### src/hw/rtl/dsv_pkg.sv
// Date string validator package: field codes, parse state type, digit accumulate
// helpers and the month length table.
// No dependencies.
package dsv_pkg;

   localparam logic [7:0] SLASH_CODE = 8'h2F;
   localparam logic [7:0] ZERO_CODE  = 8'h30;
   localparam logic [7:0] NINE_CODE  = 8'h39;

   localparam logic [1:0] PHASE_MONTH = 2'd0;
   localparam logic [1:0] PHASE_DAY   = 2'd1;
   localparam logic [1:0] PHASE_YEAR  = 2'd2;

   localparam logic [3:0] LEN_MIN   = 4'd8;
   localparam logic [3:0] LEN_MAX   = 4'd10;
   localparam logic [3:0] COUNT4_MAX = 4'd15;
   localparam logic [2:0] COUNT3_MAX = 3'd7;
   localparam logic [2:0] YEAR_DIGITS = 3'd4;
   localparam logic [6:0] MONTH_MAX = 7'd12;
   localparam logic [6:0] ACC7_MAX  = 7'd127;
   localparam logic [13:0] ACC14_MAX = 14'd16383;

   typedef struct packed {
      logic [1:0]  field_phase;
      logic [6:0]  month_accum;
      logic [6:0]  day_accum;
      logic [13:0] year_accum;
      logic [2:0]  year_digit_count;
      logic [3:0]  char_count;
      logic        error_seen;
      logic        string_ended;
      logic [3:0]  year_d3;   // oldest of the last four year digits
      logic [3:0]  year_d2;
      logic [3:0]  year_d1;
      logic [3:0]  year_d0;   // newest
   } dsv_state_type;

   typedef struct packed {
      logic        date_valid;
      logic [3:0]  month_out;
      logic [4:0]  day_out;
      logic [13:0] year_out;
   } dsv_result_type;

   function automatic logic [6:0] acc7_step(input logic [6:0] acc, input logic [3:0] d);
      logic [10:0] v;
      v = 11'(acc) * 11'd10 + 11'(d);
      return (v > 11'(ACC7_MAX)) ? ACC7_MAX : v[6:0];
   endfunction

   function automatic logic [13:0] acc14_step(input logic [13:0] acc, input logic [3:0] d);
      logic [17:0] v;
      v = 18'(acc) * 18'd10 + 18'(d);
      return (v > 18'(ACC14_MAX)) ? ACC14_MAX : v[13:0];
   endfunction

   function automatic logic [4:0] month_days(input logic [3:0] month);
      logic [4:0] dim;
      case (month)
         4'd2:                      dim = 5'd28;
         4'd4, 4'd6, 4'd9, 4'd11:   dim = 5'd30;
         default:                   dim = 5'd31;
      endcase
      return dim;
   endfunction

endpackage

### src/hw/rtl/dsv_judge.sv
// Date string validator final check: length, format, month range and day range
// with the Gregorian leap rule. Pure combinational; uses dsv_pkg.
module dsv_judge (
   input  dsv_pkg::dsv_state_type  st,
   output dsv_pkg::dsv_result_type result
);
   import dsv_pkg::*;

   logic       fmt_ok;
   logic       month_ok;
   logic       last_two_zero;
   logic [1:0] first_two_mod4;
   logic       leap;
   logic [4:0] dim;
   logic       day_ok;
   logic       ok;

   always_comb begin
      fmt_ok = !st.error_seen && (st.field_phase == PHASE_YEAR) &&
               (st.char_count >= LEN_MIN) && (st.char_count <= LEN_MAX) &&
               (st.year_digit_count == YEAR_DIGITS);
      month_ok = (st.month_accum >= 7'd1) && (st.month_accum <= MONTH_MAX);
      // with exactly four year digits the digit taps hold the whole year
      last_two_zero  = (st.year_d1 == 4'd0) && (st.year_d0 == 4'd0);
      first_two_mod4 = {st.year_d3[0], 1'b0} + st.year_d2[1:0];
      leap = last_two_zero ? (first_two_mod4 == 2'd0) : (st.year_accum[1:0] == 2'd0);
      dim = month_days(st.month_accum[3:0]);
      if ((st.month_accum == 7'd2) && leap) begin
         dim = 5'd29;
      end
      day_ok = (st.day_accum >= 7'd1) && (st.day_accum <= 7'(dim));
      ok = fmt_ok && month_ok && day_ok;
      result.date_valid = ok;
      result.month_out  = ok ? st.month_accum[3:0] : 4'd0;
      result.day_out    = ok ? st.day_accum[4:0] : 5'd0;
      result.year_out   = ok ? st.year_accum : 14'd0;
   end

endmodule

### src/hw/rtl/date_string_validator_core.sv
// Date string validator top level: request register, per-character parse update,
// result register. Uses dsv_pkg and dsv_judge.
//
// Usage:
//   Requests carry one ASCII character of an m/d/yyyy string in req_tdata; the
//   final character of each string is marked with req_tlast. A zero byte ends
//   the string early and later bytes up to the marker are ignored.
//   One response is produced per marked request: rsp_tuser is the valid flag,
//   rsp_tdata holds month, day and year (all zero when the date is invalid).
//   A marked request is held in the request register, then judged into the
//   result register, which presents its response.
//   Throughput: one request per cycle unless a marked request waits on a stalled
//   response; the parse update and the final check fit between the two registers.
//   When the receiver stalls the response holds in the result register;
//   unmarked requests keep flowing, and a marked request waits in the
//   request register until the result register frees up.
//   Reset clears the parse state and both valid flags; no clearing pass.
module date_string_validator_core (
   input  logic        clock,
   input  logic        reset,
   input  logic        req_tvalid,
   output logic        req_tready,
   input  logic [7:0]  req_tdata,   // [7:0] char_code
   input  logic        req_tlast,   // is_last
   output logic        rsp_tvalid,
   input  logic        rsp_tready,
   output logic [23:0] rsp_tdata,   // [3:0] month_out, [8:4] day_out, [22:9] year_out
   output logic        rsp_tuser    // date_valid
);
   import dsv_pkg::*;

   logic           in_valid_ff;
   logic [7:0]     in_char_ff;
   logic           in_last_ff;
   logic           advance;
   logic           req_accept;

   dsv_state_type  state_ff;
   dsv_state_type  state_in;
   dsv_state_type  upd;
   dsv_result_type judged;
   dsv_result_type rsp_ff;
   logic           rsp_valid_ff;
   logic           rsp_valid_in;

   logic           is_digit;
   logic [3:0]     digit;

   assign advance    = in_valid_ff && (!in_last_ff || !rsp_valid_ff || rsp_tready);
   assign req_tready = !in_valid_ff || advance;
   assign req_accept = req_tvalid && req_tready;

   always_comb begin
      is_digit = (in_char_ff >= ZERO_CODE) && (in_char_ff <= NINE_CODE);
      digit    = in_char_ff[3:0];
      upd      = state_ff;
      if (!state_ff.string_ended) begin
         if (in_char_ff == 8'd0) begin
            upd.string_ended = 1'b1;
         end else begin
            if (state_ff.char_count < COUNT4_MAX) begin
               upd.char_count = state_ff.char_count + 4'd1;
            end
            if (state_ff.field_phase != PHASE_YEAR) begin
               if (in_char_ff == SLASH_CODE) begin
                  upd.field_phase = state_ff.field_phase + 2'd1;
               end else if (!is_digit) begin
                  upd.error_seen = 1'b1;
               end else if (state_ff.field_phase == PHASE_MONTH) begin
                  upd.month_accum = acc7_step(state_ff.month_accum, digit);
               end else begin
                  upd.day_accum = acc7_step(state_ff.day_accum, digit);
               end
            end else begin
               if (!is_digit) begin
                  upd.error_seen = 1'b1;
               end else begin
                  upd.year_accum = acc14_step(state_ff.year_accum, digit);
                  if (state_ff.year_digit_count < COUNT3_MAX) begin
                     upd.year_digit_count = state_ff.year_digit_count + 3'd1;
                  end
                  upd.year_d3 = state_ff.year_d2;
                  upd.year_d2 = state_ff.year_d1;
                  upd.year_d1 = state_ff.year_d0;
                  upd.year_d0 = digit;
               end
            end
         end
      end
      state_in = state_ff;
      if (advance) begin
         state_in = in_last_ff ? '0 : upd;
      end
      rsp_valid_in = rsp_valid_ff && !rsp_tready;
      if (advance && in_last_ff) begin
         rsp_valid_in = 1'b1;
      end
   end

   dsv_judge u_judge (
      .st     (upd),
      .result (judged)
   );

   always_ff @(posedge clock) begin
      if (reset) begin
         in_valid_ff  <= 1'b0;
         rsp_valid_ff <= 1'b0;
         state_ff     <= '0;
      end else begin
         if (req_accept) begin
            in_valid_ff <= 1'b1;
         end else if (advance) begin
            in_valid_ff <= 1'b0;
         end
         rsp_valid_ff <= rsp_valid_in;
         state_ff     <= state_in;
      end
   end

   always_ff @(posedge clock) begin
      if (req_accept) begin
         in_char_ff <= req_tdata;
         in_last_ff <= req_tlast;
      end
      if (advance && in_last_ff) begin
         rsp_ff <= judged;
      end
   end

   assign rsp_tvalid = rsp_valid_ff;
   assign rsp_tuser  = rsp_ff.date_valid;
   assign rsp_tdata  = {1'b0, rsp_ff.year_out, rsp_ff.day_out, rsp_ff.month_out};

   a_phase_range: assert property (@(posedge clock) disable iff (reset)
      state_ff.field_phase != 2'd3)
      else $error("field phase out of range");

   a_last_gives_rsp: assert property (@(posedge clock) disable iff (reset)
      advance && in_last_ff |=> rsp_valid_ff)
      else $error("marked request produced no response");

   a_clear_after_last: assert property (@(posedge clock) disable iff (reset)
      advance && in_last_ff |=> state_ff.char_count == 4'd0 && !state_ff.string_ended)
      else $error("parse state not cleared after marked request");

   a_invalid_zero: assert property (@(posedge clock) disable iff (reset)
      rsp_valid_ff && !rsp_ff.date_valid |-> rsp_tdata == 24'd0)
      else $error("invalid date carries nonzero fields");

   a_valid_month: assert property (@(posedge clock) disable iff (reset)
      rsp_valid_ff && rsp_ff.date_valid |->
         rsp_ff.month_out != 4'd0 && rsp_ff.month_out <= 4'd12 && rsp_ff.day_out != 5'd0)
      else $error("valid date with bad month or day");

endmodule

### config.mk
export PLATFORM = sky130hd
export DESIGN_NAME = date_string_validator_core
export DESIGN_NICKNAME = d
export VERILOG_FILES = /design/src/hw/rtl/dsv_pkg.sv /design/src/hw/rtl/dsv_judge.sv /design/src/hw/rtl/date_string_validator_core.sv
export SDC_FILE = /design/constraint.sdc
export NUM_CORES = 1
export LEC_CHECK = 0
export ABC_AREA = 1
export BUFFER_PORTS_ARGS = -buffer_cell sky130_fd_sc_hd__clkbuf_2
export CORE_UTILIZATION = 45
export DETAILED_ROUTE_END_ITERATION = 10
export PLACE_DENSITY = 0.71
export REMOVE_ABC_BUFFERS = 1
export SLEW_MARGIN = 10
export SYNTH_ARGS = -nofsm -noshare
export SYNTH_HDL_FRONTEND = slang
export SYNTH_HIERARCHICAL = 1
export SYNTH_SLANG_ARGS = --single-unit
export TNS_END_PERCENT = 10
### constraint.sdc
create_clock -name clock -period 4.4 [get_ports clock]
set_input_delay 0.88 -clock clock [delete_from_list [all_inputs] [get_ports clock]]
set_output_delay 0.88 -clock clock [all_outputs]
set_load 0.02 [all_outputs]
# After elaboration in Yosys (flattened, before gate mapping)

Cells that the tools add are included.

Register bits after elaboration: 87
Logic and storage cells: 119

$add $sub $neg: 7
Multiply operators: 3
$lt $le $gt $ge: 13
Eq/ne operators: 13
Multiplexer cells: 29
Reduce and logical (&&, ||, !) cells: 33

Operators by type and width:

| cell                                                             | count |
|---|---|
| 2-to-1 mux 55 bit                                                | 2 |
| 2-to-1 mux 16 bit                                                | 4 |
| 2-to-1 mux 14 bit                                                | 3 |
| 2-to-1 mux 38 bit                                                | 1 |
| 2-to-1 mux 17 bit                                                | 2 |
| 2-to-1 mux 7 bit                                                 | 4 |
| adder 11 x 4 -> 11 bit                                           | 2 |
| greater-than comparator 11 x 7 -> 1 bit (second input constant)  | 2 |
| multiplier 7 x 3 -> 10 bit (second input constant)               | 2 |
| adder 18 x 4 -> 18 bit                                           | 1 |
| greater-than comparator 18 x 14 -> 1 bit (second input constant) | 1 |
| multiplier 14 x 3 -> 17 bit (second input constant)              | 1 |
| logical AND 1 bit                                                | 15 |
| >= comparator 7 x 1 -> 1 bit (second input constant)             | 2 |
| equality test 4 x 3 -> 1 bit (second input constant)             | 2 |
| equality test 4 bit (second input constant)                      | 2 |
| equality test 8 x 6 -> 1 bit (second input constant)             | 1 |
| >= comparator 8 x 6 -> 1 bit (second input constant)             | 1 |
| less-or-equal comparator 8 x 6 -> 1 bit (second input constant)  | 1 |
| logical NOT 4 bit                                                | 2 |
| logical NOT 8 bit                                                | 1 |
| 2-to-1 mux 1 bit                                                 | 8 |
| != test 2 bit (second input constant)                            | 4 |
| equality test 7 x 2 -> 1 bit (second input constant)             | 1 |
| 23 further kinds                                                 | 33 |

# Logic depth before layout (Yosys ltp)

Depth after elaboration: 18
Depth in mapped cells: 34
Mapped depth without buffers: 31

# Hierarchy

Netlist, hierarchy kept.

Modules (own cells, without submodules):

| module                     | instances | cells an instance | area an instance (um^2) |
|---|---|---|---|
| date_string_validator_core | 1         | 881               | 6387.4 |
| dsv_judge                  | 1         | 105               | 525.5 |

# Worst setup path after synthesis

OpenSTA, ideal clock, no wires.

Path type: reg2reg
Start: register state_ff[47] (netlist name)
End: register rsp_ff (netlist bit rsp_tuser), data pin
Setup time: 0.251 ns
Data arrival time: 3.908 ns
Slack: 0.240 ns
Stages on the path, launching flop included: 25
Buffers on the path: 2
Cells stage by stage: dfxtp_1 -> ha_1 -> ha_1 -> fa_1 -> inv_1 -> nor4_1 -> a21oi_1 -> nor3_1 -> a31oi_1 -> nor2_1 -> nand3_1 -> nor2_1 -> nand3_1 -> nand2_1 -> ha_1 -> nand2_1 -> inv_1 -> nor2_1 -> nand2_1 -> nand2_1 -> nand2_1 -> nand3_2 -> buf_6 -> inv_1 -> buf_4

RTL lines:

| item                   | RTL line                          | RTL |
|---|---|---|
| from (decl)            | date_string_validator_core.sv:38  | `dsv_state_type state_ff;` |
| from (signal assigned) | date_string_validator_core.sv:117 | `state_ff <= state_in;` |
| to (signal assigned)   | date_string_validator_core.sv:127 | `rsp_ff <= judged;` |
| to (decl)              | date_string_validator_core.sv:42  | `dsv_result_type rsp_ff;` |

==> summary.md <==
| Metric | Value |
|---|---|
| Grt met1 use | 28.7% |
| Largest net degree at the start of global routing | 50 |
| Hold_buf cts | 0 |
| Worst-Margin Slew | 0.999 ns |
| Critical path required time | 4.50 ns |
| Clock network power share | 46.8% |
| CP max stage delay | 0.58 ns |
| Util after Layout | 52.0% |
| Critical path's slowest cell | fa_1 |
| Clk buf depth | 2 |
| Dpl hpwl | 11.7 mm |
| Sw frac | 22.1% |
| GRT Overall Usage | 20.8% |
| Switching pwr | 0.383 mW |
| Crit Path Max Fanout | 8 |
| Worst Hold Path EP | state_ff[6] |
| Initial DRC count | 437 |
| Fin crit share | 95.0% |
| Routed Antenna Nets | 0 |
| Drt wl/cell | 13.4 um |
| Reg-to-Reg Start | state_ff[28] |
| First-pass GRT wire length | 24.9 mm |
| Final setup margin | 0.218 ns |
| CTS tree | done |
| Chip Width | 124 um |
| Hold path cells | 2 |
| Area Growth Syn to Fin | 12.9% |
| Critical path's most frequent cell | nand2_1 |
| Reg power frac | 48.4% |
| Antenna fix cells | 0 |
| Number of warnings issued by yosys | 6 |
| Max Slew Vio Count | 0 |
| Reg2reg setup slack | 0.22 ns |
| Pre-CTS setup slack | 0.0682 ns |
| Arrival time at the worst endpoint | 4.28 ns |
| Number of max-cap violations | 0 |
| Clock buffer count from CTS | 9 |
| Via/cell ratio | 5.19 |
| Power, Total | 1.73 mW |
| Filler cells | 1429 |
| Final min period | 4.18 ns |
| Worst Setup Start Kind | flip-flop |
| Design area | 0.00756 mm2 |
| Post-Synthesis Cells | 951 |
| Final hold violations | 0 |
| Initial antenna violation count | 0 |
| CP Buf/Inv Count | 3 |
| Total core area | 0.0145 mm2 |
| H-tree depth | 3 |
| Synth Area per Inst | 7.04 um2 |
| Outcome | finished clean |
| Die ar. | 0.0154 mm2 |
| Nets@finish | 1070 |
| Fmax | 239 MHz |
| Io pins | 40 |
| Top delay family on crit path | simple AND/OR/NAND/NOR gates |
| Combinational power share | 4.8% |
| I/O Buffers | 38 |
| Critical hold path startpoint | state_ff[6] |
| DRT Wirelength | 15.9 mm |
| Slew headroom | 33.3% |
| Layout cells sized above 1 | 17.8% |
| Total global routing overflow | 0 |
| R2r worst-path depth | 31 |
| Clock sink total | 85 |
| Number of cell rows | 44 |
| Pre-Repair DR Iteration Count | 5 |
| Placement Cell Area | 0.00705 mm2 |
| CP endpoint kind | flip-flop |
| Vias in the first global route | 5310 |
| Final hold slack | 0.465 ns |
| Starting Density | 46.1% |
| Met2 Use GR | 33.1% |
| Most crowded layer after global routing | met2 |
| Peak VDD IR | 211 uV |
| Routability cong. | 0.889 |
| Final setup vio count | 0 |
| RR Endpoint | rsp_tdata[4] |
| Clock Pin Slew Worst Setup and Hold Paths | 0.06 ns |
| Power Dens Cells | 229 mW/mm2 |
| Worst Skew | 0.00580 ns |
| Mapped Area | 0.00669 mm2 |
| P_int | 1.35 mW |
| Hold/Removal Path Class | flip-flop to flip-flop |
| Via count | 6127 |
| Clk Latency, worst-skew pair | 0.34 ns |
| Die Ht | 124 um |
| Met3 Use GR | 4.12% |
| Root buffer cell | clkbuf_16 |
| DRC errors left | 0 |
| Static Leak | 3.47 nW |
| Worst setup path class | flip-flop to flip-flop |
-- through the flow --
step                      TNS (ns)  instances
final                            0       1181
after global routing        -0.849       1181
after CTS                        0       1173
after detailed placement         0       1157
after global placement           0       1157
after floorplan              -3.31        921
-- worst max-delay path by stage --
stage                                to  depth (start not counted)    startpoint
after CTS                  rsp_tdata[3]                         31  state_ff[28]
after global routing      rsp_tdata[14]                         31  state_ff[28]
final                      rsp_tdata[4]                         31  state_ff[28]
after detailed placement   rsp_tdata[3]                         31  state_ff[28]
after global placement     rsp_tdata[3]                         31  state_ff[28]
after floorplan               rsp_tuser                         30  state_ff[26]
-- worst min-delay path, stage by stage (launching register included) --
cell	delay (ns)
dfxtp_1	0.31
nand2_1	0.06
a21oi_1	0.05
-- cell type report --
class | count | area [um2] | share of cell area [%]
timing repair buffer | 60 | 389 | 5.15
tap | 184 | 230 | 3.05
clock inverter | 4 | 72.6 | 0.960
clock buffer | 12 | 236 | 3.13
sequential | 85 | 2040 | 27.0
multi-input combinational | 703 | 4090 | 54.1
inverter | 133 | 499 | 6.60
-- layout by cell type, fill, tap and decap left out, types with 5 or more instances in the layout --
| cell | n |
|---|---|
| edfxtp_1 | 33 |
| inv_2 | 6 |
| nor3_1 | 7 |
| a21oi_1 | 76 |
| clkbuf_16 | 10 |
| nor2_4 | 8 |
| nor2_1 | 69 |
| a31oi_1 | 5 |
| nand2_2 | 13 |
| o21ai_0 | 19 |
| nand4_1 | 9 |
| inv_1 | 126 |
| nand3_2 | 23 |
| ha_1 | 55 |
| nand3_1 | 63 |
| nand2_1 | 267 |
| xor2_1 | 9 |
| nor2_2 | 21 |
| buf_4 | 19 |
| fa_1 | 6 |
| or2_2 | 12 |
| dfxtp_1 | 49 |
| clkbuf_2 | 38 |
-- registers in the layout, summed over array words and instances (netlist names) --
signal,count
in_char_ff,8
in_last_ff,1
in_valid_ff,1
rsp_tdata,23
rsp_tuser,1
rsp_tvalid,1
state_ff,50
-- power groups by stage --
stage	Combinational (mW)	Sequential [mW]	Clock [mW]
floorplan	0.0401	0.857	0
global route	0.0920	0.838	0.840
CTS	0.0817	0.838	0.818
finish	0.0827	0.837	0.810
detailed placement	0.0815	0.855	0
global placement	0.0805	0.855	0
-- routing by layer --
layer / share of wire (%) / routed length, um
met1: 48 / 7540
met2: 47 / 7410
met3: 4.4 / 704
met5: 0 / 0
met4: 1.3 / 199
-- what timing repair did --
action | 4_1_cts | 5_1_grt
resized for setup | 0 | 29
endpoints found under the hold margin | 0 | 0
setup buffers | 0 | 7
setup endpoints to repair | 0 | 24
No activity file was read; power rests on OpenSTA's default activity.
